--- config.mk ---
export PLATFORM = sky130hd
export DESIGN_NAME = gpr_filter
export DESIGN_NICKNAME = d
export VERILOG_FILES = /design/src/design/gpr_pkg.sv /design/src/design/gpr_filter.sv
export SDC_FILE = /design/constraint.sdc
export NUM_CORES = 2
export LEC_CHECK = 0
export BUFFER_PORTS_ARGS = -buffer_cell sky130_fd_sc_hd__buf_2
export CAP_MARGIN = 20
export CORE_MARGIN = 5
export CORE_UTILIZATION = 60
export DETAILED_ROUTE_END_ITERATION = 10
export HOLD_SLACK_MARGIN = 0.12
export MAX_ROUTING_LAYER = met4
export PLACE_DENSITY = 0.76
export SKIP_LAST_GASP = 1
export SLEW_MARGIN = 20
export SYNTH_ARGS = -nofsm -noshare
export SYNTH_HDL_FRONTEND = slang
export SYNTH_SLANG_ARGS = --single-unit
--- constraint.sdc ---
create_clock -name i_clk -period 8.9 [get_ports i_clk]
set_clock_uncertainty 0.1 [all_clocks]
set_input_delay 1.78 -clock i_clk [delete_from_list [all_inputs] [get_ports i_clk]]
set_output_delay 1.78 -clock i_clk [all_outputs]
set_load 0.1 [all_outputs]
--- src/design/gpr_pkg.sv ---
// ----------------------------------------------------------------------------
// gpr_pkg
// Shared constants, types and arithmetic helpers of the 5x5 pyramid reducer.
// ----------------------------------------------------------------------------
`default_nettype none

package gpr_pkg;

    // frame limits
    localparam int unsigned MAX_WIDTH  = 1024;
    localparam int unsigned MAX_HEIGHT = 1024;

    // field and register widths
    localparam int unsigned PIX_W     = 8;
    localparam int unsigned CFG_W     = 11;
    localparam int unsigned CFG_IDX_W = 2;

    // register indexes
    localparam logic [CFG_IDX_W-1:0] CFG_IDX_WIDTH  = CFG_IDX_W'(0);
    localparam logic [CFG_IDX_W-1:0] CFG_IDX_HEIGHT = CFG_IDX_W'(1);

    // register reset values and their effective sizes
    localparam int unsigned CFG_WIDTH_RST  = 512;
    localparam int unsigned CFG_HEIGHT_RST = 512;
    localparam int unsigned W_EFF_RST =
        (CFG_WIDTH_RST > MAX_WIDTH) ? MAX_WIDTH : CFG_WIDTH_RST;
    localparam int unsigned H_EFF_RST =
        (CFG_HEIGHT_RST > MAX_HEIGHT) ? MAX_HEIGHT : CFG_HEIGHT_RST;

    // position counters and effective sizes
    localparam int unsigned COL_W = $clog2(MAX_WIDTH);
    localparam int unsigned ROW_W = $clog2(MAX_HEIGHT);
    localparam int unsigned WSZ_W = COL_W + 1;
    localparam int unsigned HSZ_W = ROW_W + 1;

    // line store: four lines packed into one word per column
    localparam int unsigned LINES  = 4;
    localparam int unsigned LANE_W = $clog2(LINES);
    localparam int unsigned TAPS   = 5;

    // filter arithmetic
    localparam int unsigned VS_W       = 13;   // vertical sum, at most 20*255
    localparam int unsigned SUM_W      = 17;   // full sum plus rounding bias
    localparam int unsigned DIVISOR    = 400;
    localparam int unsigned ROUND_BIAS = DIVISOR / 2;
    localparam int unsigned RECIP_SH   = 26;
    localparam int unsigned RECIP_W    = 18;
    localparam int unsigned RECIP      = (1 << RECIP_SH) / DIVISOR;
    localparam int unsigned PROD_W     = SUM_W + RECIP_W;
    localparam int unsigned Q_W        = PROD_W - RECIP_SH;
    localparam int unsigned REM_W      = 10;   // remainder estimate below 800

    // result queue
    localparam int unsigned FIFO_AW    = 3;
    localparam int unsigned FIFO_DEPTH = 1 << FIFO_AW;
    localparam int unsigned PEND_W     = FIFO_AW + 1;

    // border handling of one axis, picks the folded tap set
    typedef enum logic [1:0] {
        EDGE_MID,   // window fully inside the frame
        EDGE_LOW,   // centered on coordinate zero
        EDGE_HIGH,  // centered one before the last coordinate
        EDGE_TINY   // two-pixel axis
    } t_edge;

    typedef struct packed {
        logic  trig;
        logic  fend;
        t_edge vmode;
        t_edge hmode;
    } t_tag;

    typedef struct packed {
        logic               valid;
        logic [PIX_W-1:0]   pixel;
        logic [LANE_W-1:0]  lane;
        t_tag               tag;
    } t_s1;

    typedef struct packed {
        logic [PIX_W-1:0] pixel;
        logic             fend;
    } t_beat;

    typedef struct packed {
        logic  valid;
        t_beat beat;
    } t_res;

    typedef logic [LINES-1:0][PIX_W-1:0] t_word;
    typedef logic [TAPS-1:0][VS_W-1:0]   t_vec5;

    // register value limited to 2..hi
    function automatic logic [31:0] cfg_limit(input logic [CFG_W-1:0] v,
                                              input int unsigned hi);
        logic [31:0] x;
        x = 32'(v);
        if (x < 32'd2) begin
            x = 32'd2;
        end else if (x > hi) begin
            x = hi;
        end
        return x;
    endfunction

    // weighted sum of five samples with border taps folded in
    function automatic logic [SUM_W-1:0] wsum5(input t_edge mode, input t_vec5 v);
        logic [SUM_W-1:0] e0, e1, e2, e3, e4, s;
        e0 = SUM_W'(v[0]);
        e1 = SUM_W'(v[1]);
        e2 = SUM_W'(v[2]);
        e3 = SUM_W'(v[3]);
        e4 = SUM_W'(v[4]);
        case (mode)
            EDGE_MID: begin
                s = e0 + ((e1 << 2) + e1) + (e2 << 3) + ((e3 << 2) + e3) + e4;
            end
            EDGE_LOW: begin
                s = ((e2 << 4) - (e2 << 1)) + ((e3 << 2) + e3) + e4;
            end
            EDGE_HIGH: begin
                s = e1 + ((e2 << 2) + e2) + (e3 << 3) + ((e4 << 2) + (e4 << 1));
            end
            EDGE_TINY: begin
                s = ((e3 << 4) - (e3 << 1)) + ((e4 << 2) + (e4 << 1));
            end
            default: begin
                s = '0;
            end
        endcase
        return s;
    endfunction

endpackage

`default_nettype wire

--- src/design/gpr_filter.sv ---
// ----------------------------------------------------------------------------
// gpr_filter
// 5x5 window, separable weighted sum with border folding, and rounding
// division by 400 (ties to even) through a reciprocal multiply.
// ----------------------------------------------------------------------------
`default_nettype none

module gpr_filter (
    input  logic            i_clk,
    input  logic            i_rst_n,
    input  logic            i_clear,
    input  gpr_pkg::t_s1    i_s1,
    input  gpr_pkg::t_word  i_word,
    output gpr_pkg::t_res   o_res
);
    import gpr_pkg::*;

    logic [PIX_W-1:0]            r_win [TAPS][TAPS];   // [row][column]
    logic [TAPS-1:0][PIX_W-1:0]  col_new;

    logic                        r_v2, r_f2;
    t_edge                       r_vm2, r_hm2;
    t_vec5                       colv [TAPS];
    logic [SUM_W-1:0]            vs_full [TAPS];

    logic                        r_v3, r_f3;
    t_edge                       r_hm3;
    t_vec5                       r_vs;
    logic [SUM_W-1:0]            hsum;

    logic                        r_v4, r_f4;
    logic [SUM_W-1:0]            r_sum4;

    logic                        r_v5, r_f5;
    logic [SUM_W-1:0]            r_sum5;
    logic [PROD_W-1:0]           r_prod;

    logic [Q_W-1:0]              q_est;
    logic [SUM_W-1:0]            q_x400;
    logic [SUM_W-1:0]            rem_full;

    logic                        r_v6, r_f6;
    logic [Q_W-1:0]              r_q6;
    logic [REM_W-1:0]            r_rem6;

    logic [Q_W-1:0]              q_fix;
    logic [REM_W-1:0]            rem_fix;
    logic [Q_W-1:0]              q_fin;

    // new window column: stored lines rotated oldest first, live pixel last
    always_comb begin
        for (int k = 0; k < LINES; k++) begin
            col_new[k] = i_word[LANE_W'(i_s1.lane + LANE_W'(k))];
        end
        col_new[TAPS-1] = i_s1.pixel;
    end

    // window shift, one column per accepted pixel
    always_ff @(posedge i_clk) begin
        if (!i_rst_n || i_clear) begin
            for (int k = 0; k < TAPS; k++) begin
                for (int j = 0; j < TAPS; j++) begin
                    r_win[k][j] <= '0;
                end
            end
        end else if (i_s1.valid) begin
            for (int k = 0; k < TAPS; k++) begin
                for (int j = 0; j < TAPS - 1; j++) begin
                    r_win[k][j] <= r_win[k][j+1];
                end
                r_win[k][TAPS-1] <= col_new[k];
            end
        end
    end

    // stage 2 control: only result-producing pixels go on
    always_ff @(posedge i_clk) begin
        if (!i_rst_n) begin
            r_v2 <= 1'b0;
        end else begin
            r_v2 <= i_s1.valid && i_s1.tag.trig;
            if (i_s1.valid) begin
                r_f2  <= i_s1.tag.fend;
                r_vm2 <= i_s1.tag.vmode;
                r_hm2 <= i_s1.tag.hmode;
            end
        end
    end

    // vertical sums per window column
    always_comb begin
        for (int j = 0; j < TAPS; j++) begin
            for (int k = 0; k < TAPS; k++) begin
                colv[j][k] = VS_W'(r_win[k][j]);
            end
            vs_full[j] = wsum5(r_vm2, colv[j]);
        end
    end

    always_ff @(posedge i_clk) begin
        if (!i_rst_n) begin
            r_v3 <= 1'b0;
        end else begin
            r_v3 <= r_v2;
            if (r_v2) begin
                r_f3  <= r_f2;
                r_hm3 <= r_hm2;
                for (int j = 0; j < TAPS; j++) begin
                    r_vs[j] <= vs_full[j][VS_W-1:0];
                end
            end
        end
    end

    // horizontal sum plus half the divisor
    assign hsum = wsum5(r_hm3, r_vs) + SUM_W'(ROUND_BIAS);

    always_ff @(posedge i_clk) begin
        if (!i_rst_n) begin
            r_v4 <= 1'b0;
        end else begin
            r_v4 <= r_v3;
            if (r_v3) begin
                r_f4   <= r_f3;
                r_sum4 <= hsum;
            end
        end
    end

    // reciprocal multiply, quotient estimate may be one low
    always_ff @(posedge i_clk) begin
        if (!i_rst_n) begin
            r_v5 <= 1'b0;
        end else begin
            r_v5 <= r_v4;
            if (r_v4) begin
                r_f5   <= r_f4;
                r_sum5 <= r_sum4;
                r_prod <= {{RECIP_W{1'b0}}, r_sum4} * PROD_W'(RECIP);
            end
        end
    end

    // remainder of the estimate, 400 = 256 + 128 + 16
    always_comb begin
        q_est    = r_prod[PROD_W-1 -: Q_W];
        q_x400   = (SUM_W'(q_est) << 8) + (SUM_W'(q_est) << 7) + (SUM_W'(q_est) << 4);
        rem_full = r_sum5 - q_x400;
    end

    always_ff @(posedge i_clk) begin
        if (!i_rst_n) begin
            r_v6 <= 1'b0;
        end else begin
            r_v6 <= r_v5;
            if (r_v5) begin
                r_f6   <= r_f5;
                r_q6   <= q_est;
                r_rem6 <= rem_full[REM_W-1:0];
            end
        end
    end

    // correct the estimate, then pull an exact tie back to the even value
    always_comb begin
        if (r_rem6 >= REM_W'(DIVISOR)) begin
            q_fix   = r_q6 + Q_W'(1);
            rem_fix = r_rem6 - REM_W'(DIVISOR);
        end else begin
            q_fix   = r_q6;
            rem_fix = r_rem6;
        end
        if (rem_fix == '0 && q_fix[0]) begin
            q_fin = q_fix - Q_W'(1);
        end else begin
            q_fin = q_fix;
        end
        o_res.valid      = r_v6;
        o_res.beat.pixel = q_fin[PIX_W-1:0];
        o_res.beat.fend  = r_f6;
    end

endmodule

`default_nettype wire

== After elaboration in Yosys (flattened, before gate mapping) ==
Memory sizes are Yosys's and may differ from the RTL's.
Index checks and enable logic that the tools add are counted.

* Output and inout bits: 10
* Bits in registers: 158
* Input bits: 52
* Word-level logic and storage cells: 226
* Memories kept: 1
* Memory bits (writable): 200

* Muxes and demuxes: 47
* Reductions and logical operators: 12
* Equal/unequal tests: 6
* Add/subtract/negate cells: 106
* $mul: 1
* Magnitude comparators: 5
* Bitwise gates (word level): 25

{| class="wikitable"
|+ Memories
! name !! words !! bits a word !! read ports !! clocked after memory_dff !! write ports !! line !! text
|-
| r_win || 5 || 40 || 5 || 0 || 5 || gpr_filter.sv:18 || <nowiki>logic [PIX_W-1:0] r_win [TAPS][TAPS];</nowiki>
|}

{| class="wikitable"
|+ Operators by type and width
! kind !! number
|-
| 13-bit one-hot mux with 4 select lines || 5
|-
| 8-bit two-way mux || 31
|-
| 10-bit by 8-bit adder with 11-bit output || 15
|-
| 12-bit by 11-bit adder with 13-bit output || 10
|-
| 13-bit by 11-bit adder with 13-bit output || 10
|-
| 13-bit by 12-bit adder with 13-bit output || 10
|-
| 12-bit by 9-bit subtractor with 13-bit output || 10
|-
| 8-bit by 11-bit adder with 12-bit output || 10
|-
| 17-bit by 16-bit adder with 17-bit output || 4
|-
| 17-bit one-hot mux with 4 select lines || 1
|-
| 13-bit by 8-bit adder with 13-bit output || 5
|-
| 13-bit by 9-bit adder with 13-bit output || 5
|-
| 8-bit binary-select mux with 2-bit select || 4
|-
| 10-bit by 9-bit adder with 11-bit output || 5
|-
| 15-bit by 13-bit adder with 16-bit output || 3
|-
| 13-bit by 16-bit adder with 17-bit output || 2
|-
| 17-bit by 13-bit adder with 17-bit output || 2
|-
| 17-bit adder || 2
|-
| 17-bit by 14-bit subtractor with 17-bit output || 2
|-
| 17-bit by 16-bit multiplier with 32-bit output, second input constant || 1
|-
| 1-bit bitwise OR || 25
|-
| 10-bit adder || 2
|-
| 17-bit by 8-bit adder with 17-bit output, second input constant || 1
|-
| 15-bit by 14-bit adder with 16-bit output || 1
|-
| 18 further kinds || 36
|}

== Logic depth before layout (Yosys ltp) ==
* Depth in word-level cells: 7
* Depth in mapped cells: 26
* Gate-level depth less buffers: 26

== Worst setup path after synthesis ==
No wires, ideal clock.

* Kind: in2reg
* Start point: input port i_clear
* End point: memory r_win[0][0] in the netlist's numbering, enable pin
* Arrival time: 6.604 ns
* Slack: 1.628 ns
* Path buffers: 2
* Setup time: 0.568 ns
* Cell stages on the path: 4
* Required time: 8.232 ns
* Cell sequence: buf_1 clkbuf_1 nor2_1 nand2_1

{| class="wikitable"
|+ RTL lines
! item !! line !! text
|-
| start: declaration || gpr_filter.sv:11 || <nowiki>input logic i_clear,</nowiki>
|-
| end: declaration || gpr_filter.sv:18 ||
|}

== Final worst setup path ==
* Start point: register r_vs[39] in the netlist's numbering
* End point: register r_sum4[15], data pin

* Cells in the longest elaborated chain, start to end: 5
* Elaborated cells on any way between the ends: 11
* Those cells by class: add/sub: 10; mux: 1

{| class="wikitable"
|+ RTL lines
! item !! line !! text
|-
| start: declaration || gpr_filter.sv:28 || <nowiki>t_vec5 r_vs;</nowiki>
|-
| start signal: indexed assignment || gpr_filter.sv:109 || <nowiki>r_vs[j] <= vs_full[j][VS_W-1:0];</nowiki>
|-
| 15-bit by 13-bit adder with 16-bit output || gpr_pkg.sv:116, gpr_pkg.sv:119 ||
|-
| 17-bit by 16-bit adder with 17-bit output / 17-bit adder (equally long branches) || gpr_pkg.sv:119, gpr_pkg.sv:116 ||
|-
| 17-bit by 13-bit adder with 17-bit output (on tied branches) || gpr_pkg.sv:119, gpr_pkg.sv:116 ||
|-
| 17-bit one-hot mux with 4 select lines * || gpr_pkg.sv:114 || <nowiki>case (mode)</nowiki>
|-
| 17-bit by 8-bit adder with 17-bit output * || gpr_filter.sv:116 || <nowiki>assign hsum = wsum5(r_hm3, r_vs) + SUM_W'(ROUND_BIAS);</nowiki>
|-
| via hsum[15] || gpr_filter.sv:29 || <nowiki>logic [SUM_W-1:0] hsum;</nowiki>
|-
| end signal: assignment || gpr_filter.sv:125 || <nowiki>r_sum4 <= hsum;</nowiki>
|-
| end: declaration || gpr_filter.sv:32 || <nowiki>logic [SUM_W-1:0] r_sum4;</nowiki>
|}

The timed path passes the listed nets; every way through them passes the cells marked *.
A chain may end at the register's enable or synchronous reset.

==> impl_metrics.py <==
metrics = {
    "run_status": {
        "status": "complete, no violations",
    },
    "clock_tree": {
        "clkTransAtPathRegs_ns": 0.07,
        "ctsResizeCount": 0,
        "htreeDepth": 2,
        "postCtsHoldBufs": 0,
        "cts-root-buf": "clkbuf_16",
        "cts_tree": "done",
        "clock_sinks": 334,
        "clk_latency_ns": 0.60,
        "cts_made_buffers": 41,
        "cts_setup_buffers": 0,
        "cts_buffer_depth": 3,
    },
    "die": {
        "start_util_pct": 60.3,
        "die_area_mm2": 0.0848,
        "die_w_um": 291,
        "rows": 103,
        "pin_count": 62,
        "core_mm2": 0.0787,
        "die_h_um": 291,
    },
    "layout": {
        "area_growth_pct": 5.68,
        "finalNonFillerCells": 5658,
        "multi_input_area_mm2": 0.0334,
        "drive_above_1_share_pct": 4.91,
        "layout.area.seq_mm2": 0.00998,
        "fin_nets": 5938,
        "stdcell_area_mm2": 0.0502,
        "nFillCells": 6256,
    },
    "sta": {
        "period_needed_ns": 6.72,
        "fin_ws_ns": 2.18,
        "period_share_pct": 75.6,
        "totalNegativeSetupSlack_ns": 0,
        "maxSlewViolCount": 0,
        "setup_viol": 0,
        "grt_setup_unrepaired": "no",
        "slew_headroom_pct": 27.7,
        "fmax_mhz": 149,
        "hold_violations": 0,
        "tightest_slew_ns": 1.08,
    },
    "power_and_ir_drop": {
        "fin_total_pwr_mw": 10.2,
        "leakagePower_nw": 24.3,
        "p_per_area_mw_per_mm2": 204,
        "ir_drop_mv": 0.269,
    },
    "logic_synthesis": {
        "ys_seq_area_share_pct": 21.0,
        "synth.most_common_cell": "inv_1",
        "synth-seq-cells": 334,
        "synth_warnings": 0,
        "synth_area_mm2": 0.0475,
        "synthCells": 4536,
        "synth-edff-count": 329,
        "synth_area_leaders": "fa_1 (25%), edfxtp_1 (21%), ha_1 (19%)",
        "synth_largest_area_cell": "fa_1",
        "synthDistinctLibCells": 82,
        "synth_flop_cell": "edfxtp_1",
        "syn_nets": 5905,
        "syn_area_per_cell_um2": 10.5,
        "async_reset_ff_share_pct": 0,
        "synth_top_area_share_pct": 25.1,
        "synth_commonest_cells": "inv_1 (1018), ha_1 (721), fa_1 (596)",
    },
    "grt": {
        "grt_pass1_vias": 34000,
        "grt.overflow.total": 0,
        "grt_pass1_wl_um": 186000,
        "track_usage_pct": 28.8,
        "grt_max_degree": 102,
        "grt_antenna_before_repair": 13,
    },
    "route": {
        "route.detailed.drc": 0,
        "firstDrtPassIters": 6,
        "post_drt_wl_per_cell_um": 20.7,
        "final_antenna_net_count": 0,
        "routed_via_density": 5.78,
        "vias": 32700,
        "routed_wl_um": 117000,
        "drt-initial-drc-count": 2563,
    },
    "worst_setup_path": {
        "cpMostUsedCell": "fa_1",
        "worstPathArrival_ns": 6.96,
        "slowest_delay_ns": 0.54,
        "r2r_slack_ns": 2.18,
        "timing.critical_path.to_type": "flip-flop",
        "worstReg2RegEnd": "r_sum4[15]$_DFFE_PP_",
        "crit_buf_inv": 2,
        "crit_required_ns": 9.13,
        "critPathSlowestCell": "fa_1",
        "start_kind": "flip-flop",
        "crit_fanout": 6,
        "r2r_start": "r_vs[39]$_DFFE_PP_",
        "crit_family": "adder cells",
        "ff2ff_path_depth": 25,
        "crit_type": "flip-flop to flip-flop",
    },
    "placement": {
        "place_area_mm2": 0.0489,
        "place_inst": 5576,
        "port_buffers": 61,
        "gp_congestion": 0.959,
        "dp.final_hpwl_um": 96700,
        "place_ws_ns": 2.25,
    },
    "hold_path": {
        "min_path_cells": 0,
        "hp-class": "flip-flop to flip-flop",
        "min_from": "r_sum5[3]$_DFFE_PP_",
        "hold_end": "r_rem6[3]$_DFFE_PP_",
    },
    "flow_run": {
        "cap_viol_max_count": 0,
    },
}
-- worst max-delay path by stage --
stage,start,to,slack [ns],cells after the start
3_3_place_gp,r_vs[39]$_DFFE_PP_,r_sum4[15]$_DFFE_PP_,2.27,25
5_1_grt,r_vs[39]$_DFFE_PP_,r_sum4[15]$_DFFE_PP_,1.76,25
3_5_place_dp,r_vs[39]$_DFFE_PP_,r_sum4[15]$_DFFE_PP_,2.25,25
2_1_floorplan,i_clear,r_win[0][0]$_SDFFCE_PN0P_,1.63,4
4_1_cts,r_vs[39]$_DFFE_PP_,r_sum4[15]$_DFFE_PP_,2.22,25
6_report,r_vs[39]$_DFFE_PP_,r_sum4[15]$_DFFE_PP_,2.18,25
-- worst register-to-register path: cells and delay by family, from the launching register on --
family                   cells  cell delay, ns
XOR/XNOR                     2            0.39
AND/OR/NAND/NOR              5            0.81
AO/OA/AOI/OAI               10            2.23
flip-flops                   1            0.50
buffers and inverters        2            0.11
adder cells (fa/ha/maj)      6            2.34
-- through the flow --
| step | hold WS (ns) | utilization [%] |
|---|---|---|
| 3_5_place_dp | 0.306 | 62.1 |
| 3_3_place_gp | 0.302 | 62.1 |
| 5_1_grt | 0.318 | 63.7 |
| 6_report | 0.319 | 63.7 |
| 4_1_cts | 0.316 | 63.7 |
| 2_1_floorplan | 0.300 | - |
-- flip-flops by register name, summed over array words and instances, names as in the netlist --
register,cells
r_f2,1
r_f3,1
r_f4,1
r_f5,1
r_f6,1
r_hm2,2
r_hm3,2
r_prod,8
r_q6,8
r_rem6,10
r_sum4,17
r_sum5,10
r_v2,1
r_v3,1
r_v4,1
r_v5,1
r_v6,1
r_vm2,2
r_vs,65
r_win,200
-- cell usage in the layout, fill, tap and decap left out, types with 83 or more instances in the layout --
cell / count
inv_1: 1017
and2_1: 86
a21o_1: 94
nor3_1: 161
nand2_1: 111
xor2_1: 90
nor2_1: 142
o21bai_1: 83
xnor2_1: 241
o21ai_0: 131
fa_1: 596
ha_1: 721
edfxtp_1: 329
a21oi_1: 243
-- power by group --
part           total [mW]  leakage [nW]  internal [mW]  switching (mW)
Sequential           2.03          3.54           1.90           0.134
Combinational        6.58          20.2           2.84            3.74
Clock                1.62         0.607          0.909           0.715
Total                10.2          24.3           5.65            4.59
-- area by class of cell --
| class | instances | share of cell area (%) |
|---|---|---|
| multi-input cells | 3100 | 66.5 |
| flip-flops and latches | 334 | 19.9 |
| inverters | 1021 | 7.64 |
| well taps | 1050 | 2.62 |
| clock buffers | 47 | 2.09 |
| repair buffers | 71 | 0.788 |
| clock inverters | 26 | 0.409 |
| diodes | 9 | 0.0449 |
-- cells by family (layout without fill, tap and decap cells) --
logic type      after synthesis  count (layout)  synth area share, %
compound gates              725             725                 9.65
xor+xnor                    331             331                 6.11
fa+ha+maj                  1317            1317                 44.1
buf+inv                    1102            1165                 8.74
flops                       334             334                 21.0
mux                          92              92                 3.66
other cells                   0               9                    0
simple gates                635             635                 6.68
-- per-layer routing --
layer,track usage [%],part of all wire [%],routed length [um]
met5,-,0,0
met4,9.45,3.4,3930
met3,5.58,8.0,9320
met2,44.8,47,54600
met1,38.4,42,49200
Note: power is estimated with default switching activity, not from simulation.
