$ cat src/design/gpr_pkg.sv
// ----------------------------------------------------------------------------
// gpr_pkg
// Shared constants, types and arithmetic helpers of the 5x5 pyramid reducer.
// ----------------------------------------------------------------------------
`default_nettype none

package gpr_pkg;

    // frame limits
    localparam int unsigned MAX_WIDTH  = 1024;
    localparam int unsigned MAX_HEIGHT = 1024;

    // field and register widths
    localparam int unsigned PIX_W     = 8;
    localparam int unsigned CFG_W     = 11;
    localparam int unsigned CFG_IDX_W = 2;

    // register indexes
    localparam logic [CFG_IDX_W-1:0] CFG_IDX_WIDTH  = CFG_IDX_W'(0);
    localparam logic [CFG_IDX_W-1:0] CFG_IDX_HEIGHT = CFG_IDX_W'(1);

    // register reset values and their effective sizes
    localparam int unsigned CFG_WIDTH_RST  = 512;
    localparam int unsigned CFG_HEIGHT_RST = 512;
    localparam int unsigned W_EFF_RST =
        (CFG_WIDTH_RST > MAX_WIDTH) ? MAX_WIDTH : CFG_WIDTH_RST;
    localparam int unsigned H_EFF_RST =
        (CFG_HEIGHT_RST > MAX_HEIGHT) ? MAX_HEIGHT : CFG_HEIGHT_RST;

    // position counters and effective sizes
    localparam int unsigned COL_W = $clog2(MAX_WIDTH);
    localparam int unsigned ROW_W = $clog2(MAX_HEIGHT);
    localparam int unsigned WSZ_W = COL_W + 1;
    localparam int unsigned HSZ_W = ROW_W + 1;

    // line store: four lines packed into one word per column
    localparam int unsigned LINES  = 4;
    localparam int unsigned LANE_W = $clog2(LINES);
    localparam int unsigned TAPS   = 5;

    // filter arithmetic
    localparam int unsigned VS_W       = 13;   // vertical sum, at most 20*255
    localparam int unsigned SUM_W      = 17;   // full sum plus rounding bias
    localparam int unsigned DIVISOR    = 400;
    localparam int unsigned ROUND_BIAS = DIVISOR / 2;
    localparam int unsigned RECIP_SH   = 26;
    localparam int unsigned RECIP_W    = 18;
    localparam int unsigned RECIP      = (1 << RECIP_SH) / DIVISOR;
    localparam int unsigned PROD_W     = SUM_W + RECIP_W;
    localparam int unsigned Q_W        = PROD_W - RECIP_SH;
    localparam int unsigned REM_W      = 10;   // remainder estimate below 800

    // result queue
    localparam int unsigned FIFO_AW    = 3;
    localparam int unsigned FIFO_DEPTH = 1 << FIFO_AW;
    localparam int unsigned PEND_W     = FIFO_AW + 1;

    // border handling of one axis, picks the folded tap set
    typedef enum logic [1:0] {
        EDGE_MID,   // window fully inside the frame
        EDGE_LOW,   // centered on coordinate zero
        EDGE_HIGH,  // centered one before the last coordinate
        EDGE_TINY   // two-pixel axis
    } t_edge;

    typedef struct packed {
        logic  trig;
        logic  fend;
        t_edge vmode;
        t_edge hmode;
    } t_tag;

    typedef struct packed {
        logic               valid;
        logic [PIX_W-1:0]   pixel;
        logic [LANE_W-1:0]  lane;
        t_tag               tag;
    } t_s1;

    typedef struct packed {
        logic [PIX_W-1:0] pixel;
        logic             fend;
    } t_beat;

    typedef struct packed {
        logic  valid;
        t_beat beat;
    } t_res;

    typedef logic [LINES-1:0][PIX_W-1:0] t_word;
    typedef logic [TAPS-1:0][VS_W-1:0]   t_vec5;

    // register value limited to 2..hi
    function automatic logic [31:0] cfg_limit(input logic [CFG_W-1:0] v,
                                              input int unsigned hi);
        logic [31:0] x;
        x = 32'(v);
        if (x < 32'd2) begin
            x = 32'd2;
        end else if (x > hi) begin
            x = hi;
        end
        return x;
    endfunction

    // weighted sum of five samples with border taps folded in
    function automatic logic [SUM_W-1:0] wsum5(input t_edge mode, input t_vec5 v);
        logic [SUM_W-1:0] e0, e1, e2, e3, e4, s;
        e0 = SUM_W'(v[0]);
        e1 = SUM_W'(v[1]);
        e2 = SUM_W'(v[2]);
        e3 = SUM_W'(v[3]);
        e4 = SUM_W'(v[4]);
        case (mode)
            EDGE_MID: begin
                s = e0 + ((e1 << 2) + e1) + (e2 << 3) + ((e3 << 2) + e3) + e4;
            end
            EDGE_LOW: begin
                s = ((e2 << 4) - (e2 << 1)) + ((e3 << 2) + e3) + e4;
            end
            EDGE_HIGH: begin
                s = e1 + ((e2 << 2) + e2) + (e3 << 3) + ((e4 << 2) + (e4 << 1));
            end
            EDGE_TINY: begin
                s = ((e3 << 4) - (e3 << 1)) + ((e4 << 2) + (e4 << 1));
            end
            default: begin
                s = '0;
            end
        endcase
        return s;
    endfunction

endpackage

`default_nettype wire

$ cat src/design/gpr_out_if.sv
// ----------------------------------------------------------------------------
// gpr_out_if
// Output pixel stream: valid/ready handshake carrying one reduced pixel and
// the frame end flag per beat.
// ----------------------------------------------------------------------------
`default_nettype none

interface gpr_out_if;
    import gpr_pkg::*;

    logic             valid;
    logic             ready;
    logic [PIX_W-1:0] out_pixel;
    logic             frame_end;

    modport source (output valid, output out_pixel, output frame_end, input ready);
    modport sink   (input valid, input out_pixel, input frame_end, output ready);
endinterface

`default_nettype wire

$ cat src/design/gpr_out_fifo.sv
// ----------------------------------------------------------------------------
// gpr_out_fifo
// Small result queue between the filter pipeline and the output channel.
// Space is reserved at the input side, so a push never finds it full.
// ----------------------------------------------------------------------------
`default_nettype none

module gpr_out_fifo (
    input  logic            i_clk,
    input  logic            i_rst_n,
    input  gpr_pkg::t_res   i_res,
    gpr_out_if.source       o_out,
    output logic            o_pop
);
    import gpr_pkg::*;

    t_beat               r_buf [FIFO_DEPTH];
    logic [FIFO_AW-1:0]  r_wp, r_rp;
    logic [PEND_W-1:0]   r_cnt, n_cnt;
    logic                pop;
    t_beat               head;

    assign pop   = o_out.valid && o_out.ready;
    assign o_pop = pop;
    assign n_cnt = r_cnt + PEND_W'(i_res.valid) - PEND_W'(pop);

    // pointers and fill level
    always_ff @(posedge i_clk) begin
        if (!i_rst_n) begin
            r_wp  <= '0;
            r_rp  <= '0;
            r_cnt <= '0;
        end else begin
            r_cnt <= n_cnt;
            if (i_res.valid) begin
                r_wp <= r_wp + FIFO_AW'(1);
            end
            if (pop) begin
                r_rp <= r_rp + FIFO_AW'(1);
            end
        end
    end

    // storage
    always_ff @(posedge i_clk) begin
        if (i_res.valid) begin
            r_buf[r_wp] <= i_res.beat;
        end
    end

    // head of queue drives the output beat
    assign head            = r_buf[r_rp];
    assign o_out.valid     = (r_cnt != '0);
    assign o_out.out_pixel = head.pixel;
    assign o_out.frame_end = head.fend;

endmodule

`default_nettype wire

$ cat src/flat_wrapper.sv
// flat-port wrapper written by rule: the top's interface ports become plain ports
module gpr_out_fifo_flat import gpr_pkg::*;
  (i_clk, i_rst_n, i_res, o_pop, o_out_valid, o_out_out_pixel, o_out_frame_end, o_out_ready);
  gpr_out_if o_out_i ();
  input  logic i_clk;
  input  logic i_rst_n;
  input  gpr_pkg::t_res i_res;
  output logic o_pop;
  output wire logic [$bits(o_out_i.valid)-1:0] o_out_valid;
  output wire logic [$bits(o_out_i.out_pixel)-1:0] o_out_out_pixel;
  output wire logic [$bits(o_out_i.frame_end)-1:0] o_out_frame_end;
  input wire logic [$bits(o_out_i.ready)-1:0] o_out_ready;
  assign o_out_valid = o_out_i.valid;
  assign o_out_out_pixel = o_out_i.out_pixel;
  assign o_out_frame_end = o_out_i.frame_end;
  assign o_out_i.ready = o_out_ready;
  gpr_out_fifo u_core (.i_clk(i_clk), .i_rst_n(i_rst_n), .i_res(i_res), .o_out(o_out_i), .o_pop(o_pop));
endmodule
$ cat config.mk
export PLATFORM = sky130hd
export DESIGN_NAME = gpr_out_fifo_flat
export DESIGN_NICKNAME = d
export VERILOG_FILES = /design/src/design/gpr_pkg.sv /design/src/design/gpr_out_if.sv /design/src/design/gpr_out_fifo.sv /design/src/flat_wrapper.sv
export SDC_FILE = /design/constraint.sdc
export NUM_CORES = 1
export LEC_CHECK = 0
export BUFFER_PORTS_ARGS = -buffer_cell sky130_fd_sc_hd__buf_4
export CORE_ASPECT_RATIO = 0.75
export CORE_MARGIN = 8
export CORE_UTILIZATION = 45
export CTS_CLUSTER_SIZE = 28
export DETAILED_ROUTE_END_ITERATION = 8
export GPL_TIMING_DRIVEN = 0
export HOLD_SLACK_MARGIN = 0.15
export PLACE_DENSITY = 0.65
export SLEW_MARGIN = 20
export SYNTH_ARGS = -nofsm -noshare
export SYNTH_HDL_FRONTEND = slang
export SYNTH_SLANG_ARGS = --single-unit
$ cat constraint.sdc
create_clock -name i_clk -period 2.9 [get_ports i_clk]
set_clock_uncertainty 0.2 [all_clocks]
set_input_delay 0.29 -clock i_clk [delete_from_list [all_inputs] [get_ports i_clk]]
set_output_delay 0.29 -clock i_clk [all_outputs]
set_load 0.01 [all_outputs]
Word-level counts from Yosys, hierarchy flattened
Memory sizes are Yosys's and may differ from the RTL's. A register that Yosys moved wholly into a read port is not among the register bits. Index checks and enable logic that the tools add are counted. Widths: inputs -> output; s select.

Reductions and logical operators: 2. $add $sub $neg: 4. Muxes and demuxes: 4.

Operators with widths (number): $add 3x1->3 const B (2); $mux 3 (2); $add 4x1->4 (1); $reduce_bool 4->1 (1); $sub 4x1->4 (1); $mux 1 (2); $logic_and 1x1->1 (1).

Input port bits: 13. RAM bits: 72. Memories kept: 1. Register bits after elaboration: 10. Word-level logic and storage cells: 14. Output and inout port bits: 11.

Memories: u_core.r_buf (words 8, width 9, rd ports 1, clocked after memory_dff 1, write ports 1, RTL line gpr_out_fifo.sv:17) `t_beat r_buf [FIFO_DEPTH];`.

Depth between registers and ports, before layout
Gate-level depths: netlist (run 1).

Word-level depth: 4. Gate-level depth with buffers: 10. Depth with buffers taken out: 10.

Worst setup path before layout (run 1)
Ideal clock, no wire load.

Path type: register to register. Start: register u_core.r_cnt[2]. End: register u_core.r_cnt[3]. Stages on the path, launching flop included: 11. Setup slack: 0.608 ns. Data required time: 2.628 ns. Setup time: 0.072 ns. Clock period less this slack: 2.292 ns. Arrival time: 2.021 ns. Path buffers: 0. Cells stage by stage: dfxtp_1 inv_1 ha_1 or3b_2 nand2_1 inv_1 nand2b_1 ha_1 a21o_1 a21oi_1 mux2i_1.

Longest elaborated chain between the ends: 3.

RTL lines: start: declaration (RTL line gpr_out_fifo.sv:19) `logic [PEND_W-1:0] r_cnt, n_cnt;`; start signal: assignment (RTL line gpr_out_fifo.sv:34) `r_cnt <= n_cnt;`; $reduce_bool 4->1 (RTL line gpr_out_fifo.sv:53) `assign o_out.valid = (r_cnt != '0);`; net o_out_valid (RTL line flat_wrapper.sv:9) `output wire logic [$bits(o_out_i.valid)-1:0] o_out_valid;`; $logic_and 1x1->1 (RTL line gpr_out_fifo.sv:23) `assign pop = o_out.valid && o_out.ready;`; net o_pop (RTL line flat_wrapper.sv:8) `output logic o_pop;`; $sub 4x1->4 (RTL line gpr_out_fifo.sv:25) `assign n_cnt = r_cnt + PEND_W'(i_res.valid) - PEND_W'(pop);`.

The timed path passes the listed nets, and every way through them passes these cells. A chain may end at the register's enable or synchronous reset.

==> Implementation_results.wiki, run 1 <==
{| class="wikitable"
! Metric !! Value
|-
| Max Freq || 0.368 GHz
|-
| Worst Setup End Kind || output pin
|-
| Required time reported for the critical path endpoint || 2.41 ns
|-
| Number of synthesized register bits || 85
|-
| Result of the run || finished, final reports clean
|-
| Number of filler cells placed in the layout || 577
|-
| Final Non-Filler Cells || 331
|-
| Synthesized Nets || 197
|-
| Max-slew violation total from the final report || 0
|-
| Distinct cell type count after synthesis || 27
|-
| Min Clock Period, post-route || 2.72 ns
|-
| Maximum buffer depth of the clock tree || 2
|-
| Area of placed instances || 3770 um2
|-
| Die Area || 10700 um2
|-
| Setup-failing EPs final || 0
|-
| Initial detailed-routing violation count || 96
|-
| Worst Setup Start Kind || flop
|-
| Post-detailed-placement half-perimeter wirelength || 3750 um
|-
| Number of antenna violations at the first check in global routing || 0
|-
| Starting Density || 46.6%
|-
| Ant. Diodes || 0
|-
| Io pins || 24
|-
| Leading area contributor after synthesis || sky130_fd_sc_hd__edfxtp_1
|-
| Fraction of post-synthesis cell area in the top cell type by area || 62.7%
|-
| Max-slew headroom || 28.1%
|-
| Post-route standard cell area excluding fillers || 4070 um2
|-
| Gate count of the mapped netlist || 177
|-
| Layout overhead on the synthesized area || 18.2%
|-
| Critical path fanouts, max || 10
|-
| Storage cell area || 2420 um2
|-
| Mean post-synth cell area || 19.5 um2
|-
| Class of the worst hold path || reg2reg
|-
| Maximum ir drop on the vdd rail || 0.000390 V
|-
| Sinks on Clock Net || 85
|-
| Min setup slack post-route || 0.183 ns
|-
| Area contributors post-synth || sky130_fd_sc_hd__edfxtp_1, sky130_fd_sc_hd__mux4_1, sky130_fd_sc_hd__dfxtp_1
|-
| Placeable core area || 7400 um2
|-
| Root buffer selected by CTS || sky130_fd_sc_hd__clkbuf_8
|-
| Setup Slack @ Placement || 0.453 ns
|-
| H-tree level count || 3
|-
| Maximum number of pins on one net before global-route repair || 14
|-
| Transition time of the tightest slew-check pin || 1.07 ns
|-
| Routed len/inst || 17.5 um
|-
| Unrepaired setup endpoints after global routing || no
|-
| Post-synthesis instance area || 3450 um2
|-
| Net count of the finished layout || 245
|-
| Cell Count Post-Placement || 303
|-
| Number of instances resized during post-cts repair || 0
|-
| First-pass detailed-route iteration total || 4
|-
| Total global routing overflow || 0
|-
| Num CTS Buffers || 9
|-
| Worst EP arrival || 2.23 ns
|-
| GP Congestion || 0.692
|-
| DRC violation count after routing || 0
|-
| Skew-Pair Late Insertion Delay || 0.34 ns
|-
| Area of the multi-input gates || 967 um2
|-
| Part of the Yosys area used for sequential elements || 70.3%
|-
| Clock slew at the register clock pins of the worst setup and hold paths || 0.07 ns
|-
| Via total after detailed routing || 1664
|-
| Delay of the slowest cell on the worst path || 0.40 ns
|-
| Final setup TNS || 0 ns
|-
| Global-route usage over all layers || 11.7%
|-
| Final design utilization || 55.0%
|-
| Ordered list of cells on the worst path || clkbuf_1 -> buf_2 -> mux4_1 -> mux2_2 -> buf_4
|-
| Per-cell via count in the routed design || 5.03
|-
| Total power divided by cell area || 685 nW/um2
|-
| Overall routed net length || 5790 um
|-
| CP Class || reg2out
|-
| Slowest cell on crit path || sky130_fd_sc_hd__clkbuf_1
|-
| Global-route wire length before repair || 9050 um
|-
| Die outline height || 91.8 um
|-
| Ys Warns || 0
|-
| Number of global-route vias before repair || 1674
|-
| Post-DRT Antenna Nets || 0
|-
| Count of buffers from port buffering || 23
|-
| Endpoints failing hold || 0
|-
| Leakage dissipation || 1.42 nW
|-
| Number of maximum-capacitance constraint violations || 0
|-
| Die X || 117 um
|-
| CTS tree || done
|-
| Layout cells sized above 1 || 22.6%
|-
| Final clock period utilization by the worst path || 93.7%
|-
| Number of placement rows || 27
|}
[per-stage QoR]
| step | hold WS [ns] | total power, mW |
|---|---|---|
| after floorplan | 0.189 | 1.84 |
| after global placement | 0.262 | 2.03 |
| after detailed placement | 0.273 | 2.05 |
| after CTS | 0.284 | 2.82 |
| after global routing | 0.320 | 2.93 |
| final | 0.282 | 2.79 |
[layout make-up]
class	instances	area share, %
well taps	101	3.10
flip-flops and latches	85	59.5
repair buffers	37	7.56
clock inverters	1	0.123
clock buffers	15	4.36
plain buffers	6	1.17
inverters	5	0.461
multi-input cells	81	23.7
[what timing repair did]
item,CTS,global route
hold buffers,12,0
setup endpoints to repair,0,0
setup buffers,0,0
endpoints found under the hold margin,80,0
[worst paths after layout]
path,from,endpoint,slack [ns],depth (start not counted)
hold / removal,u_core.r_rp[2],u_core.r_rp[2],0.28,2
setup / recovery,flop,o_out_out_pixel[5],0.18,5
hold reg to reg,u_core.r_rp[2],u_core.r_rp[2],0.28,2
setup reg to reg,u_core.r_cnt[2],u_core.r_cnt[3],0.49,10
[metal layers]
metal | part of all wire, % | vias to the layer above | global-route usage [%] | wire length, um
li1 | - | 804 | - | -
met1 | 51 | 832 | 15.9 | 2970
met2 | 43 | 23 | 16.6 | 2500
met3 | 4.5 | 5 | 4.98 | 263
met4 | 0.92 | 0 | 3.40 | 53
met5 | 0 | - | 0 | 0
[state kept, by name (all words and copies together) (netlist names), named ones only]
register      flops
u_core.r_buf     72
u_core.r_cnt      4
u_core.r_rp       3
u_core.r_wp       3
[report_power, final]
part | total (mW) | switching (mW) | internal [mW] | leakage, nW
registers | 1.42 | 0.0322 | 1.39 | 0.761
logic | 0.608 | 0.278 | 0.330 | 0.570
clock network | 0.760 | 0.372 | 0.387 | 0.0929
total | 2.79 | 0.683 | 2.11 | 1.42
[kinds of logic after synthesis]
group / after synthesis / share of synthesized area (%)
flip-flops: 85 / 70.3
XOR/XNOR: 3 / 0.763
multiplexers: 34 / 18.7
AO/OA/AOI/OAI: 4 / 0.654
buffers and inverters: 11 / 1.92
adder cells (fa/ha/maj): 7 / 2.76
AND/OR/NAND/NOR: 33 / 4.90
[layout by cell type, fill, tap and decap left out, types with 4 or more instances in the layout]
cell / instances
sky130_fd_sc_hd__clkbuf_8: 10
sky130_fd_sc_hd__inv_1: 5
sky130_fd_sc_hd__edfxtp_1: 72
sky130_fd_sc_hd__dlygate4sd3_1: 12
sky130_fd_sc_hd__mux2_2: 9
sky130_fd_sc_hd__buf_4: 25
sky130_fd_sc_hd__nand2_1: 9
sky130_fd_sc_hd__mux2i_1: 7
sky130_fd_sc_hd__clkbuf_1: 6
sky130_fd_sc_hd__mux4_1: 18
sky130_fd_sc_hd__nand2b_1: 6
sky130_fd_sc_hd__dfxtp_1: 13
sky130_fd_sc_hd__nor2_1: 7
sky130_fd_sc_hd__and2_1: 4
sky130_fd_sc_hd__ha_1: 6
[worst max-delay path: cells and delay by family (launching register included)]
family                 cells  cell delay (ns)
multiplexers               2             0.65
buffers and inverters      3             0.92
flip-flops                 1             0.31
[synth_stat cells]
library cell and count:
sky130_fd_sc_hd__a21o_1 1, sky130_fd_sc_hd__a21oi_1 1, sky130_fd_sc_hd__and2_1 4, sky130_fd_sc_hd__and3_1 1
sky130_fd_sc_hd__buf_1 1, sky130_fd_sc_hd__buf_12 1, sky130_fd_sc_hd__buf_2 1, sky130_fd_sc_hd__buf_6 1
sky130_fd_sc_hd__clkbuf_1 2, sky130_fd_sc_hd__dfxtp_1 13, sky130_fd_sc_hd__edfxtp_1 72, sky130_fd_sc_hd__fa_1 1
sky130_fd_sc_hd__ha_1 6, sky130_fd_sc_hd__inv_1 5, sky130_fd_sc_hd__mux2_2 9, sky130_fd_sc_hd__mux2i_1 7
sky130_fd_sc_hd__mux4_1 18, sky130_fd_sc_hd__nand2_1 9, sky130_fd_sc_hd__nand2b_1 6, sky130_fd_sc_hd__nand4b_1 1
sky130_fd_sc_hd__nor2_1 7, sky130_fd_sc_hd__nor2b_1 2, sky130_fd_sc_hd__nor3_1 2, sky130_fd_sc_hd__o21ai_0 2
sky130_fd_sc_hd__or3b_2 1, sky130_fd_sc_hd__xnor2_1 2, sky130_fd_sc_hd__xor2_1 1
No activity file was read; power rests on OpenSTA's default activity.
==> run 2, diff against run 1 <==
--- a/config.mk
+++ b/config.mk
@@ -5,10 +5,12 @@
 export SDC_FILE = /design/constraint.sdc
 export NUM_CORES = 1
 export LEC_CHECK = 0
+export ABC_AREA = 1
 export BUFFER_PORTS_ARGS = -buffer_cell sky130_fd_sc_hd__buf_4
 export CORE_ASPECT_RATIO = 0.75
 export CORE_MARGIN = 8
 export CORE_UTILIZATION = 45
+export CTS_BUF_LIST = sky130_fd_sc_hd__clkbuf_16
 export CTS_CLUSTER_SIZE = 28
 export DETAILED_ROUTE_END_ITERATION = 8
 export GPL_TIMING_DRIVEN = 0
==> run 2 against run 1 <==
Design area rose by 13%. Critical endpoint is now u_core.r_buf[2][3]. Highest routed layer unchanged. Synthesized area is 11% higher. Sequential share of layout area fell by 6.8 points.
==> Implementation_results.wiki, run 2 <==
{| class="wikitable"
! Metric !! Value
|-
| Synth async-reset ratio || 0%
|-
| Per-cell via count in the routed design || 4.71
|-
| Largest registers || u_core.r_buf x72, u_core.r_cnt x4
|-
| Part of the total power dissipated in combinational logic || 27.0%
|-
| Total power divided by cell area || 786 nW/um2
|-
| Die outline height || 96 um
|-
| DRC violation count after routing || 0
|-
| Worst Setup Start Kind || input pin
|-
| Maximum ir drop on the vdd rail || 0.000402 V
|-
| Leading cell type in the layout, fill and taps excluded || sky130_fd_sc_hd__nand2_1
|-
| Skew-Pair Late Insertion Delay || 0.34 ns
|-
| Number of instances resized during post-cts repair || 0
|-
| Global-route wire length before repair || 12700 um
|-
| Number of antenna violations at the first check in global routing || 0
|-
| Cell-internal power || 2.54 mW
|-
| Number of maximum-capacitance constraint violations || 0
|-
| Critical path buffer and inverter count || 3
|-
| Fraction of power spent switching nets || 29.8%
|-
| Portion of total power attributed to sequential cells || 39.3%
|-
| Max-slew headroom || 27.8%
|-
| Top library cells by usage in the layout, fill and taps aside || sky130_fd_sc_hd__nand2_1, sky130_fd_sc_hd__inv_1, sky130_fd_sc_hd__edfxtp_1
|-
| Overall routed net length || 8150 um
|-
| Final clock period utilization by the worst path || 81.8%
|-
| Min Clock Period, post-route || 2.37 ns
|-
| Slowest cell on crit path || sky130_fd_sc_hd__nor2_1
|-
| Endpoints failing hold || 0
|-
| Die Area || 11800 um2
|-
| Switching power || 1.07 mW
|-
| Commonest register cell after synthesis || sky130_fd_sc_hd__edfxtp_1
|-
| WHS Path Cells || 2
|-
| Number of placement rows || 29
|-
| Io pins || 24
|-
| Final design utilization || 54.8%
|-
| Part of the Yosys area used for sequential elements || 63.1%
|-
| Most frequently used cell type in the post-synthesis netlist || sky130_fd_sc_hd__nand2_1
|-
| Top reg by flops || u_core.r_buf
|-
| Placeable core area || 8380 um2
|-
| Routed len/inst || 14.6 um
|-
| GP Congestion || 0.747
|-
| Distinct cell type count after synthesis || 21
|-
| Synthesized Nets || 419
|-
| CTS tree || done
|-
| Post-route standard cell area excluding fillers || 4590 um2
|-
| Worst EP arrival || 2.13 ns
|-
| Clock slew at the register clock pins of the worst setup and hold paths || 0.07 ns
|-
| Clk pwr share || 33.7%
|-
| Total global routing overflow || 0
|-
| Area of the multi-input gates || 972 um2
|-
| Final setup TNS || 0 ns
|-
| Min-Delay Startpoint || u_core.r_wp[0]
|-
| Layout cells sized above 1 || 14.0%
|-
| Unrepaired setup endpoints after global routing || no
|-
| Delay of the slowest cell on the worst path || 0.82 ns
|-
| Starting Density || 45.8%
|-
| Count of buffers from port buffering || 23
|-
| Worst Hold Endpoint || u_core.r_wp[0]
|-
| Leading area contributor after synthesis || sky130_fd_sc_hd__edfxtp_1
|-
| Ordered list of cells on the worst path || dlygate4sd3_1 -> buf_4 -> inv_1 -> or2_2 -> nor2_1
|-
| Via total after detailed routing || 2635
|-
| CP Class || in2reg
|-
| Sinks on Clock Net || 85
|-
| Number of global-route vias before repair || 2588
|-
| Number of synthesized register bits || 85
|-
| Fraction of post-synthesis cell area in the top cell type by area || 56.3%
|-
| Worst Setup End Kind || flop
|-
| Max Freq || 0.422 GHz
|-
| Most used standard cells in the synthesized netlist || sky130_fd_sc_hd__nand2_1, sky130_fd_sc_hd__inv_1, sky130_fd_sc_hd__edfxtp_1
|-
| H-tree level count || 3
|-
| Critical path fanouts, max || 9
|-
| Crit path from || i_res[9]
|-
| Transition time of the tightest slew-check pin || 1.08 ns
|-
| Initial detailed-routing violation count || 159
|-
| Maximum buffer depth of the clock tree || 2
|-
| Gate count of the mapped netlist || 399
|-
| Root buffer selected by CTS || sky130_fd_sc_hd__clkbuf_16
|-
| Number of filler cells placed in the layout || 712
|-
| Number of enable-type register cells in the synthesized netlist || 72
|-
| Post-DRT Antenna Nets || 0
|-
| Layout overhead on the synthesized area || 19.6%
|-
| Required time reported for the critical path endpoint || 2.66 ns
|-
| Net count of the finished layout || 466
|-
| Storage cell area || 2420 um2
|-
| Post-CTS Setup Repair Bufs || 0
|-
| Slack of the worst reg-to-reg path || 0.67 ns
|-
| Max-slew violation total from the final report || 0
|-
| Setup-failing EPs final || 0
|-
| Length in cells of the worst reg-to-reg path || 11
|-
| Class of the worst hold path || reg2reg
|-
| Endpoint of the worst-slack reg-to-reg timing path || u_core.r_cnt[0]
|-
| First-pass detailed-route iteration total || 4
|-
| Global-route usage over all layers || 14.5%
|-
| Die X || 123 um
|-
| Largest register FFs || 72
|-
| Post-synthesis instance area || 3840 um2
|-
| Leakage dissipation || 2.13 nW
|-
| Origin of the critical flop-to-flop path || u_core.r_cnt[2]
|-
| Mean post-synth cell area || 9.62 um2
|-
| Ant. Diodes || 0
|-
| Num CTS Buffers || 9
|-
| Area contributors post-synth || sky130_fd_sc_hd__edfxtp_1, sky130_fd_sc_hd__nand2_1, sky130_fd_sc_hd__inv_1
|-
| Crit-path leading delay family || simple AND/OR/NAND/NOR gates
|-
| Post-detailed-placement half-perimeter wirelength || 5350 um
|-
| Maximum number of pins on one net before global-route repair || 15
|-
| Ys Warns || 0
|-
| Result of the run || finished, final reports clean
|-
| Area of placed instances || 4150 um2
|-
| CTS Hold Bufs || 13
|}
run 2: worst max path at each step:
stage                                     to  cells after the start
after floorplan              u_core.r_cnt[2]                     12
after global placement    u_core.r_buf[4][0]                      4
after detailed placement  u_core.r_buf[0][0]                      4
after CTS                 u_core.r_buf[0][7]                      5
after global routing      u_core.r_buf[2][1]                      5
final                     u_core.r_buf[2][3]                      5
run 2: cells by family (layout without fill, tap and decap cells):
group	Yosys count	after routing	share of synthesized area, %
buf+inv	101	153	11.6
xor+xnor	1	1	0.228
compound gates	10	10	1.30
fa+ha+maj	7	7	2.48
simple gates	195	195	21.3
flops	85	85	63.1
run 2: metal layers:
layer	up-vias	GRT usage, %	part of all wire [%]	wire [um]
met5	-	0	0	0
met4	0	5.86	1.4	114
met3	13	3.93	6.3	516
met2	77	24.0	48	3900
met1	1217	17.8	44	3620
li1	1328	-	-	-
run 2: power by group through the flow:
stage,Sequential (mW),Combinational (mW),Clock (mW)
3_3_place_gp,1.44,0.934,0
3_5_place_dp,1.45,0.963,0
6_report,1.42,0.976,1.22
2_1_floorplan,1.44,0.643,0
4_1_cts,1.42,0.985,1.22
5_1_grt,1.43,1.10,1.27
run 2: cell type report:
cell class	count	area share [%]
plain buffers	11	2.18
clock buffers	9	4.90
clock inverters	7	1.99
inverters	90	7.52
multi-input cells	213	21.2
flip-flops and latches	85	52.7
well taps	108	2.94
repair buffers	36	6.59
run 2: worst register-to-register path: stages, from the launching register on:
cell and delay (ns):
sky130_fd_sc_hd__dfxtp_1 0.30, sky130_fd_sc_hd__inv_1 0.07, sky130_fd_sc_hd__ha_1 0.17, sky130_fd_sc_hd__nand3_2 0.17, sky130_fd_sc_hd__nand2_1 0.10, sky130_fd_sc_hd__inv_1 0.05, sky130_fd_sc_hd__nand2_1 0.09, sky130_fd_sc_hd__o21ai_0 0.09
sky130_fd_sc_hd__ha_1 0.27, sky130_fd_sc_hd__nand2_1 0.05, sky130_fd_sc_hd__dlygate4sd3_1 0.53, sky130_fd_sc_hd__inv_1 0.03
run 2: stage by stage:
| step | power, mW | std cells | hold slack (ns) | worst slack, ns |
|---|---|---|---|---|
| after floorplan | 2.08 | 399 | 0.188 | 0.834 |
| after global placement | 2.38 | 530 | 0.278 | 0.743 |
| after detailed placement | 2.41 | 530 | 0.293 | 0.688 |
| after CTS | 3.62 | 559 | 0.303 | 0.497 |
| after global routing | 3.79 | 559 | 0.331 | 0.417 |
| final | 3.61 | 559 | 0.300 | 0.528 |
